$ cat config.mk
export PLATFORM = sky130hd
export DESIGN_NAME = rational_arith_reduce_unit
export DESIGN_NICKNAME = d
export VERILOG_FILES = /design/src/rtl/rar_pkg.sv /design/src/rtl/rar_ctrl.sv /design/src/rtl/rar_datapath.sv /design/src/rtl/rational_arith_reduce_unit.sv
export SDC_FILE = /design/constraint.sdc
export NUM_CORES = 2
export LEC_CHECK = 0
export BUFFER_PORTS_ARGS = -buffer_cell sky130_fd_sc_hd__buf_2
export CAP_MARGIN = 5
export CORE_MARGIN = 3
export CORE_UTILIZATION = 65
export CTS_CLUSTER_DIAMETER = 200
export DETAILED_ROUTE_END_ITERATION = 7
export GPL_TIMING_DRIVEN = 0
export HOLD_SLACK_MARGIN = 0.02
export PLACE_DENSITY = 0.79
export SETUP_SLACK_MARGIN = 0.15
export SLEW_MARGIN = 20
export SYNTH_ARGS = -nofsm -noshare
export SYNTH_HDL_FRONTEND = slang
export SYNTH_SLANG_ARGS = --single-unit
$ cat constraint.sdc
create_clock -name clk -period 9.6 [get_ports clk]
set_input_delay 0.96 -clock clk [delete_from_list [all_inputs] [get_ports clk]]
set_output_delay 0.96 -clock clk [all_outputs]
set_load 0.1 [all_outputs]
$ cat src/rtl/rar_pkg.sv
// Shared types and constants for the rational arithmetic reduce unit.
// No dependencies; imported by the controller, the datapath and the top level.
`default_nettype none

package rar_pkg;

  localparam int OPERAND_WIDTH_DEF = 16;
  localparam int NUMER_W           = 33;
  localparam int DENOM_W           = 31;

  // Operation codes carried on s_tuser.
  localparam logic [1:0] MODE_ADD = 2'd0;
  localparam logic [1:0] MODE_SUB = 2'd1;
  localparam logic [1:0] MODE_MUL = 2'd2;
  localparam logic [1:0] MODE_DIV = 2'd3;

  // Multiplier operand selection.
  localparam logic [1:0] MUL_T1  = 2'd0;
  localparam logic [1:0] MUL_T2  = 2'd1;
  localparam logic [1:0] MUL_DEN = 2'd2;

  // Kind of result written to the output register.
  localparam logic [1:0] KIND_ERR  = 2'd0;
  localparam logic [1:0] KIND_ZERO = 2'd1;
  localparam logic [1:0] KIND_DIV  = 2'd2;

  typedef struct packed {
    logic       load;
    logic       mul_en;
    logic [1:0] mul_sel;
    logic       comb;
    logic       strip;
    logic       gcd_step;
    logic       div_init;
    logic       div_step;
    logic       res_wr;
    logic [1:0] res_kind;
  } cmd_t;

  typedef struct packed {
    logic in_err;
    logic u_zero;
    logic both_even;
    logic gcd_done;
    logic out_free;
  } status_t;

endpackage

`default_nettype wire

$ cat src/rtl/rar_ctrl.sv
// Sequencing state machine for the rational arithmetic reduce unit.
// Depends on rar_pkg for the command and status structs.
`default_nettype none

module rar_ctrl #(
  parameter int OPERAND_WIDTH = rar_pkg::OPERAND_WIDTH_DEF
) (
  input  wire logic             clk,
  input  wire logic             rst,
  input  wire logic             s_tvalid,
  output logic                  s_tready,
  input  wire rar_pkg::status_t status,
  output rar_pkg::cmd_t         cmd
);
  import rar_pkg::*;

  localparam int NW = 2 * OPERAND_WIDTH;
  localparam int CW = $clog2(NW);

  localparam logic [3:0] S_IDLE  = 4'd0;
  localparam logic [3:0] S_MA    = 4'd1;
  localparam logic [3:0] S_MB    = 4'd2;
  localparam logic [3:0] S_MD    = 4'd3;
  localparam logic [3:0] S_COMB  = 4'd4;
  localparam logic [3:0] S_STRIP = 4'd5;
  localparam logic [3:0] S_GCD   = 4'd6;
  localparam logic [3:0] S_DIVI  = 4'd7;
  localparam logic [3:0] S_DIV   = 4'd8;
  localparam logic [3:0] S_OUT   = 4'd9;

  logic [3:0]    state, state_next;
  logic [1:0]    kind, kind_next;
  logic [CW-1:0] cnt, cnt_next;

  always_ff @(posedge clk) begin
    if (rst) begin
      state <= S_IDLE;
      kind  <= KIND_ERR;
      cnt   <= '0;
    end else begin
      state <= state_next;
      kind  <= kind_next;
      cnt   <= cnt_next;
    end
  end

  always_comb begin
    cmd          = '0;
    cmd.res_kind = kind;
    state_next   = state;
    kind_next    = kind;
    cnt_next     = cnt;
    s_tready     = (state == S_IDLE);
    case (state)
      S_IDLE: begin
        if (s_tvalid) begin
          cmd.load = 1'b1;
          if (status.in_err) begin
            kind_next  = KIND_ERR;
            state_next = S_OUT;
          end else begin
            state_next = S_MA;
          end
        end
      end
      S_MA: begin
        cmd.mul_en  = 1'b1;
        cmd.mul_sel = MUL_T1;
        state_next  = S_MB;
      end
      S_MB: begin
        cmd.mul_en  = 1'b1;
        cmd.mul_sel = MUL_T2;
        state_next  = S_MD;
      end
      S_MD: begin
        cmd.mul_en  = 1'b1;
        cmd.mul_sel = MUL_DEN;
        state_next  = S_COMB;
      end
      S_COMB: begin
        cmd.comb   = 1'b1;
        state_next = S_STRIP;
      end
      S_STRIP: begin
        if (status.u_zero) begin
          kind_next  = KIND_ZERO;
          state_next = S_OUT;
        end else if (status.both_even) begin
          cmd.strip = 1'b1;
        end else begin
          state_next = S_GCD;
        end
      end
      S_GCD: begin
        if (status.gcd_done) begin
          state_next = S_DIVI;
        end else begin
          cmd.gcd_step = 1'b1;
        end
      end
      S_DIVI: begin
        cmd.div_init = 1'b1;
        cnt_next     = '0;
        state_next   = S_DIV;
      end
      S_DIV: begin
        cmd.div_step = 1'b1;
        cnt_next     = cnt + 1'b1;
        if (cnt == CW'(NW - 1)) begin
          kind_next  = KIND_DIV;
          state_next = S_OUT;
        end
      end
      S_OUT: begin
        if (status.out_free) begin
          cmd.res_wr = 1'b1;
          state_next = S_IDLE;
        end
      end
      default: begin
        state_next = S_IDLE;
      end
    endcase
  end

endmodule

`default_nettype wire

$ cat src/rtl/rar_datapath.sv
// Datapath of the rational arithmetic reduce unit: multiplier, combiner,
// binary GCD, two-lane restoring divider and output register. Uses rar_pkg.
`default_nettype none

module rar_datapath #(
  parameter int OPERAND_WIDTH = rar_pkg::OPERAND_WIDTH_DEF
) (
  input  wire logic                       clk,
  input  wire logic                       rst,
  input  wire rar_pkg::cmd_t              cmd,
  output rar_pkg::status_t                status,
  input  wire logic [1:0]                 mode,
  input  wire logic [OPERAND_WIDTH-1:0]   a_numer,
  input  wire logic [OPERAND_WIDTH-1:0]   a_denom,
  input  wire logic [OPERAND_WIDTH-1:0]   b_numer,
  input  wire logic [OPERAND_WIDTH-1:0]   b_denom,
  output logic                            m_tvalid,
  input  wire logic                       m_tready,
  output logic [rar_pkg::NUMER_W-1:0]     res_numer,
  output logic [rar_pkg::DENOM_W-1:0]     res_denom,
  output logic                            res_err
);
  import rar_pkg::*;

  localparam int W  = OPERAND_WIDTH;
  localparam int NW = 2 * W;
  localparam int KW = $clog2(NW + 1);
  localparam int XW = (NW + 1 > NUMER_W) ? NW + 1 : NUMER_W;

  // Operand magnitudes and signs, held for the whole item.
  logic [1:0]   mode_q;
  logic [W-1:0] an_mag, ad_mag, bn_mag, bd_mag;
  logic         an_neg, ad_neg, bn_neg, bd_neg;

  logic [W-1:0]  mul_a, mul_b;
  logic [NW-1:0] prod, t1, t2;
  logic          t1_neg, t2_neg, den_neg;
  logic [NW-1:0] comb_mag;
  logic          comb_neg;

  logic [NW-1:0] num_mag, den_mag;
  logic          res_neg;
  logic [NW-1:0] u, v, u_next, v_next;
  logic [KW-1:0] k;

  logic [NW-1:0] dvsr;
  logic [NW-1:0] rem [2];
  logic [NW-1:0] quo [2];
  logic [NW-1:0] rem_next [2];
  logic [NW-1:0] quo_next [2];
  logic [NW:0]   rem_sh [2];

  logic [XW-1:0] numer_ext, numer_sgn, denom_ext;

  function automatic logic [W-1:0] magnitude(input logic [W-1:0] x);
    return x[W-1] ? ((~x) + W'(1)) : x;
  endfunction

  // Zero denominators and division by a zero fraction are flagged at accept.
  always_comb begin
    status.in_err    = (a_denom == '0) || (b_denom == '0) ||
                       ((mode == MODE_DIV) && (b_numer == '0));
    status.u_zero    = (u == '0);
    status.both_even = !u[0] && !v[0];
    status.gcd_done  = u[0] && (v == '0);
    status.out_free  = !m_tvalid || m_tready;
  end

  // Multiplier operand selection per mode.
  always_comb begin
    case (cmd.mul_sel)
      MUL_T1: begin
        mul_a = an_mag;
        mul_b = (mode_q == MODE_MUL) ? bn_mag : bd_mag;
      end
      MUL_T2: begin
        mul_a = bn_mag;
        mul_b = ad_mag;
      end
      default: begin
        mul_a = ad_mag;
        mul_b = (mode_q == MODE_DIV) ? bn_mag : bd_mag;
      end
    endcase
  end

  // Signs of the cross products; subtract flips the sign of b.
  always_comb begin
    t1_neg  = an_neg ^ ((mode_q == MODE_MUL) ? bn_neg : bd_neg);
    t2_neg  = bn_neg ^ ad_neg ^ (mode_q == MODE_SUB);
    den_neg = ad_neg ^ ((mode_q == MODE_DIV) ? bn_neg : bd_neg);
    if ((mode_q == MODE_ADD) || (mode_q == MODE_SUB)) begin
      if (t1_neg == t2_neg) begin
        comb_mag = t1 + t2;
        comb_neg = t1_neg;
      end else if (t1 >= t2) begin
        comb_mag = t1 - t2;
        comb_neg = t1_neg;
      end else begin
        comb_mag = t2 - t1;
        comb_neg = t2_neg;
      end
    end else begin
      comb_mag = t1;
      comb_neg = t1_neg;
    end
  end

  // One binary GCD step: drop a factor of two or subtract the smaller.
  always_comb begin
    u_next = u;
    v_next = v;
    if (!u[0]) begin
      u_next = u >> 1;
    end else if (!v[0]) begin
      v_next = v >> 1;
    end else if (u > v) begin
      u_next = u - v;
    end else begin
      v_next = v - u;
    end
  end

  // Restoring division, one quotient bit per lane per cycle.
  always_comb begin
    for (int i = 0; i < 2; i++) begin
      rem_sh[i] = {rem[i], quo[i][NW-1]};
      if (rem_sh[i] >= {1'b0, dvsr}) begin
        rem_next[i] = NW'(rem_sh[i] - {1'b0, dvsr});
        quo_next[i] = {quo[i][NW-2:0], 1'b1};
      end else begin
        rem_next[i] = rem_sh[i][NW-1:0];
        quo_next[i] = {quo[i][NW-2:0], 1'b0};
      end
    end
  end

  always_comb begin
    numer_ext = {{(XW - NW){1'b0}}, quo[0]};
    denom_ext = {{(XW - NW){1'b0}}, quo[1]};
    numer_sgn = res_neg ? ((~numer_ext) + XW'(1)) : numer_ext;
  end

  always_ff @(posedge clk) begin
    if (rst) begin
      m_tvalid <= 1'b0;
    end else if (cmd.res_wr) begin
      m_tvalid <= 1'b1;
    end else if (m_tready) begin
      m_tvalid <= 1'b0;
    end
  end

  always_ff @(posedge clk) begin
    if (cmd.load) begin
      mode_q <= mode;
      an_mag <= magnitude(a_numer);
      ad_mag <= magnitude(a_denom);
      bn_mag <= magnitude(b_numer);
      bd_mag <= magnitude(b_denom);
      an_neg <= a_numer[W-1];
      ad_neg <= a_denom[W-1];
      bn_neg <= b_numer[W-1];
      bd_neg <= b_denom[W-1];
    end
    if (cmd.mul_en) begin
      prod <= mul_a * mul_b;
      if (cmd.mul_sel == MUL_T2) begin
        t1 <= prod;
      end
      if (cmd.mul_sel == MUL_DEN) begin
        t2 <= prod;
      end
    end
    if (cmd.comb) begin
      num_mag <= comb_mag;
      den_mag <= prod;
      res_neg <= comb_neg ^ den_neg;
      u       <= comb_mag;
      v       <= prod;
      k       <= '0;
    end
    if (cmd.strip) begin
      u <= u >> 1;
      v <= v >> 1;
      k <= k + 1'b1;
    end
    if (cmd.gcd_step) begin
      u <= u_next;
      v <= v_next;
    end
    if (cmd.div_init) begin
      dvsr   <= u << k;
      rem[0] <= '0;
      rem[1] <= '0;
      quo[0] <= num_mag;
      quo[1] <= den_mag;
    end
    if (cmd.div_step) begin
      rem[0] <= rem_next[0];
      rem[1] <= rem_next[1];
      quo[0] <= quo_next[0];
      quo[1] <= quo_next[1];
    end
    if (cmd.res_wr) begin
      case (cmd.res_kind)
        KIND_ERR: begin
          res_numer <= '0;
          res_denom <= '0;
          res_err   <= 1'b1;
        end
        KIND_ZERO: begin
          res_numer <= '0;
          res_denom <= DENOM_W'(1);
          res_err   <= 1'b0;
        end
        default: begin
          res_numer <= numer_sgn[NUMER_W-1:0];
          res_denom <= denom_ext[DENOM_W-1:0];
          res_err   <= 1'b0;
        end
      endcase
    end
  end

`ifndef SYNTHESIS
  // The GCD divides both values, so both divisions must come out exact.
  assert property (@(posedge clk) disable iff (rst)
    (cmd.res_wr && (cmd.res_kind == KIND_DIV)) |-> (rem[0] == '0 && rem[1] == '0))
    else $error("rar_datapath: inexact reduction");

  assert property (@(posedge clk) disable iff (rst)
    cmd.div_step |-> (dvsr != '0))
    else $error("rar_datapath: zero divisor in divider");

  assert property (@(posedge clk) disable iff (rst)
    (m_tvalid && !res_err) |-> (res_denom != '0))
    else $error("rar_datapath: zero denominator without error flag");
`endif

endmodule

`default_nettype wire

$ cat src/rtl/rational_arith_reduce_unit.sv
// Top level of the rational arithmetic reduce unit: stream ports, field
// packing, controller and datapath. Uses rar_pkg, rar_ctrl and rar_datapath.
`default_nettype none

// Adds, subtracts, multiplies or divides two signed fractions and returns the
// result in lowest terms with a positive denominator; a zero result comes back
// as 0/1, and a zero input denominator or a divide by a zero fraction comes
// back as 0/0 with the error flag set on m_tuser. One word is worked at a
// time: s_tready is high only while the unit is idle, and the finished word
// sits in an output register, so the next input word is taken while the
// previous result still waits on m_tready. The time to a result grows with
// the count of common factors of two in the unreduced numerator and
// denominator, which are stripped one at a time, and with the number of
// binary GCD steps, done by a one-step-per-cycle GCD subtractor; the
// bit-per-cycle divider then scales numerator and denominator in two
// parallel lanes. For every kind of result, error and zero ones included,
// the next input word can be taken from the cycle in which the result word
// becomes valid. A finished word that finds the previous result still
// unaccepted holds until m_tready frees the output register, and no input
// word is taken during that wait.
module rational_arith_reduce_unit #(
  parameter int OPERAND_WIDTH = rar_pkg::OPERAND_WIDTH_DEF
) (
  input  wire logic                                   clk,
  input  wire logic                                   rst,
  input  wire logic                                   s_tvalid,
  output logic                                        s_tready,
  // a_numer, a_denom, b_numer, b_denom (OPERAND_WIDTH each), zero padded
  input  wire logic [((4*OPERAND_WIDTH+7)/8)*8-1:0]   s_tdata,
  // mode
  input  wire logic [1:0]                             s_tuser,
  output logic                                        m_tvalid,
  input  wire logic                                   m_tready,
  // res_numer [32:0], res_denom [63:33]
  output logic [rar_pkg::NUMER_W+rar_pkg::DENOM_W-1:0] m_tdata,
  // zero_div_error
  output logic                                        m_tuser
);
  import rar_pkg::*;

  localparam int W = OPERAND_WIDTH;

  cmd_t    cmd;
  status_t status;

  logic [NUMER_W-1:0] res_numer;
  logic [DENOM_W-1:0] res_denom;
  logic               res_err;

  rar_ctrl #(
    .OPERAND_WIDTH (OPERAND_WIDTH)
  ) u_ctrl (
    .clk      (clk),
    .rst      (rst),
    .s_tvalid (s_tvalid),
    .s_tready (s_tready),
    .status   (status),
    .cmd      (cmd)
  );

  // Unpack the input word: first field in the lowest bits.
  rar_datapath #(
    .OPERAND_WIDTH (OPERAND_WIDTH)
  ) u_datapath (
    .clk       (clk),
    .rst       (rst),
    .cmd       (cmd),
    .status    (status),
    .mode      (s_tuser),
    .a_numer   (s_tdata[W-1:0]),
    .a_denom   (s_tdata[2*W-1:W]),
    .b_numer   (s_tdata[3*W-1:2*W]),
    .b_denom   (s_tdata[4*W-1:3*W]),
    .m_tvalid  (m_tvalid),
    .m_tready  (m_tready),
    .res_numer (res_numer),
    .res_denom (res_denom),
    .res_err   (res_err)
  );

  // Pack the result word: numerator low, denominator above it.
  assign m_tdata = {res_denom, res_numer};
  assign m_tuser = res_err;

endmodule

`default_nettype wire
==> metrics.txt <==
htree depth 2; Slew headroom between 15 and 20%; kind of critical path reg2reg; Mapped Area 45000 µm²; number of core rows 95; cell depth of the worst min-delay path 2; startpoint of the lowest-slack hold path u_datapath.den_mag[18]$_DFFE_PP_; final setup TNS 0 ns; clock-pin transition on the worst setup and hold timing paths about 0.060 ns; Buf+Inv Stages, Crit Path 8; area of the core around 68000 µm²; number of cells produced by synthesis 4777; Post-synth top flop edfxtp_1; Die X-Extent 269 µm; All-Layer GR Usage between 30 and 40%; Final Hold Fails 0; Critical Path End Type flip-flop; clock sink count around 540; min Tclk post-route between 8 and 9 ns; gpl congestion roughly 1.1; Avg WL per Cell roughly 25 µm; count of distinct cell types in the synthesized netlist between 90 and 100; number of buffers created by CTS 57; CP most frequent cell fa_1; first-pass GRT wire length ~220 mm; highest-delay cell along the critical path fa_1; via total after detailed routing between 30000 and 40000; number of vias per cell 6.48; final core utilization 72.7%; first-pass detailed-route iteration total 8; end point of the most critical hold path u_datapath.quo[0][50]$_DFFE_PN_; insertion delay to the later sink of the worst-skew pair between 0.6 and 0.7 ns; final setup slack of the worst path ~0.63 ns; Die Span Y ~270 µm; Top delay family on crit path adder cells; initial standard-cell utilization of the core 66.4%; Detailed Route Iter0 Violations between 5000 and 6000; number of nets in the layout 5594; TritonCTS clock tree yes; setup violation total in the final timing report 0; sequential fraction of the synthesis area between 30% and 40%; Synth Net Count approximately 5400; Detailed Place HPWL 115 mm; category of the worst setup path launch point flip-flop; failing checks DRC; placed cells 5851; maximum number of pins on one net before global-route repair 89; IO Port Bufs approximately 140; destination of the worst register-to-register timing path u_datapath.prod[28]$_DFFE_PP_; Seq cells post-synth between 500 and 600; post-detailed-route DRC marker count 9; r2r worst-path depth 30; Worst Clk Skew between 0.02 and 0.025 ns; status finished, violations left; number of global-route vias before repair ~37000; path type of the worst min-delay path reg2reg; non-filler cells in the finished layout a little under 6000; global route overflow 0; largest stage delay on the critical path about 0.54 ns; Arrival @ worst endpoint about 9.3 ns; maximum clock path buffer count 3; initial antenna violation count 13; mean post-synth cell area 9.43 µm²; data required time at the worst endpoint around 10 ns; critical path depth in cells 30; I/O Pins around 140; Register-to-Register Setup Slack 0.63 ns; relative area change from synthesis to final layout 9.63%; proportion of register bits with asynchronous set or reset after synthesis 0%; full die area ~72000 µm²; post-route fraction of the period consumed by the critical path slightly above 90%; setup slack at placement around 0.14 ns; final routed wirelength across all metal layers about 150 mm; number of enable-type register cells in the synthesized netlist about 530; Final Max Slew Viols 0; ratio of cells with drive above 1 in the final layout between 7 and 8%; maximum clock rate between 100 and 150 MHz; count of nets left with antenna violations after detail routing 0; max-cap violation count 0; Clock Root Buffer clkbuf_16; synthesis warning total 0; r2r startpoint u_datapath.mode_q[1]$_DFFE_PP_; RSZ-0062 raised after global routing no; maximum fanout along the worst path 10; Worst-Margin Slew 1.22 ns
-- flip-flops by register name (all words and copies together), names as in the netlist, 2 cells and up --
name	flops
u_datapath.res_denom	31
u_ctrl.cnt	5
u_datapath.ad_mag	16
u_ctrl.state	4
u_datapath.v	32
u_datapath.t1	32
u_datapath.mode_q	2
u_datapath.prod	32
u_datapath.t2	32
u_datapath.den_mag	32
u_datapath.bd_mag	16
u_datapath.u	32
u_datapath.dvsr	32
u_datapath.num_mag	32
u_datapath.rem	64
u_datapath.bn_mag	16
u_datapath.an_mag	16
u_datapath.quo	64
u_datapath.res_numer	33
u_datapath.k	6
u_ctrl.kind	2
-- area by class of cell --
class	instances	area, µm²
Tap cell	921	1150
Clock buffer	61	1440
Fill cell	5049	18500
Inverter	483	1820
Antenna cell	3	7.51
Buffer	228	948
Multi-Input combinational cell	3528	26500
Clock inverter	44	524
Timing Repair Buffer	153	970
Sequential cell	538	16000
-- per-stage QoR --
stage | instance area (µm²) | hold WS, ns
final | 49400 | 0.514
after global routing | 49400 | 0.512
after CTS | 49300 | 0.504
after detailed placement | 47300 | 0.499
after global placement | 46900 | 0.484
after floorplan | 45000 | 0.463
-- synth_stat cells (37+ instances only) --
master,number,area share [%]
a21o_1,115,1.9
a21oi_1,263,2.9
a22oi_1,37,0.62
a31oi_1,43,0.60
and2_1,89,1.2
clkbuf_1,189,1.6
edfxtp_1,526,35
fa_1,201,8.9
ha_1,334,9.3
inv_1,480,4.0
mux2i_1,87,1.9
nand2_1,605,5.0
nand2b_1,41,0.57
nand3_1,87,0.97
nand4_1,40,0.56
nor2_1,378,3.2
nor3_1,60,0.67
o21ai_0,238,2.6
o21bai_1,40,0.67
o31ai_1,45,0.75
or3_1,42,0.58
xnor2_1,199,3.9
xor2_1,56,1.1
-- cell families (layout without fill, tap and decap cells) --
kind of cell | count (synthesis) | in the layout | share of synthesized area [%]
simple gates | 1504 | 1504 | 15.2
compound gates | 1118 | 1118 | 16.7
xor+xnor | 255 | 255 | 4.96
other cells | 0 | 3 | 0
buf+inv | 711 | 969 | 6.09
fa+ha+maj | 535 | 535 | 18.2
mux | 116 | 116 | 3.21
flops | 538 | 538 | 35.6
-- routing by layer --
layer	track usage (%)	routed length (µm)	up-vias
met2	62.0	64300	2504
met5	0	136	-
met3	9.81	17000	579
met1	50.0	54200	18200
li1	-	-	17300
met4	23.2	10900	18
-- how the worst max path moves through the flow --
stage	from	to	slack [ns]
after detailed placement	u_ctrl.state[2]$_SDFFE_PP0P_	u_datapath.prod[31]$_DFFE_PP_	0.14
after global placement	u_ctrl.state[2]$_SDFFE_PP0P_	u_datapath.prod[28]$_DFFE_PP_	-0.86
final	u_datapath.mode_q[1]$_DFFE_PP_	u_datapath.prod[28]$_DFFE_PP_	0.63
after floorplan	u_ctrl.state[2]$_SDFFE_PP0P_	u_datapath.prod[28]$_DFFE_PP_	1.32
after CTS	u_ctrl.state[2]$_SDFFE_PP0P_	u_datapath.prod[28]$_DFFE_PP_	0.24
after global routing	u_ctrl.state[2]$_SDFFE_PP0P_	u_datapath.prod[31]$_DFFE_PP_	0.14
-- worst reg2reg max path, delay by kind of cell (launching register included) --
family / cells / cell delay (ns)
AOI/OAI and AO/OA: 8 / 2.20
xor gates and xnor gates: 1 / 0.08
adders and majority gates: 7 / 3.16
buffers and inverters: 8 / 1.70
DFF: 1 / 0.41
and+or+nand+nor: 6 / 1.14
-- timing repair --
action,4_1_cts,5_1_grt
buffers inserted,0,0
hold buffers,0,0
gates resized for setup,2,24
endpoints found under the setup margin,1,8
-- layout by cell type, fill, tap and decap left out, drive strengths merged, types with 11 or more instances in the layout --
cell type	count
nand3	87
o21bai	40
xor2	56
a21o	115
a21boi	17
and2	90
o211ai	21
a31oi	43
and3	34
o31ai	45
ha	334
fa	201
o221ai	20
buf	193
nor2b	33
nand2	605
or4	18
or3	42
dfxtp	12
o221a	18
a222oi	26
inv	485
nor2	379
mux4	22
mux2i	87
nor3	60
clkinv	24
or2	11
nand2b	41
a21oi	264
a22oi	37
o21a	35
a211oi	36
clkbuf	249
xnor2	199
o311ai	21
nor4	31
o21ai	247
edfxtp	526
nand4	40
Power is not shown: default switching activity piles up to over one toggle a cycle in this logic, so the estimate is an artifact.
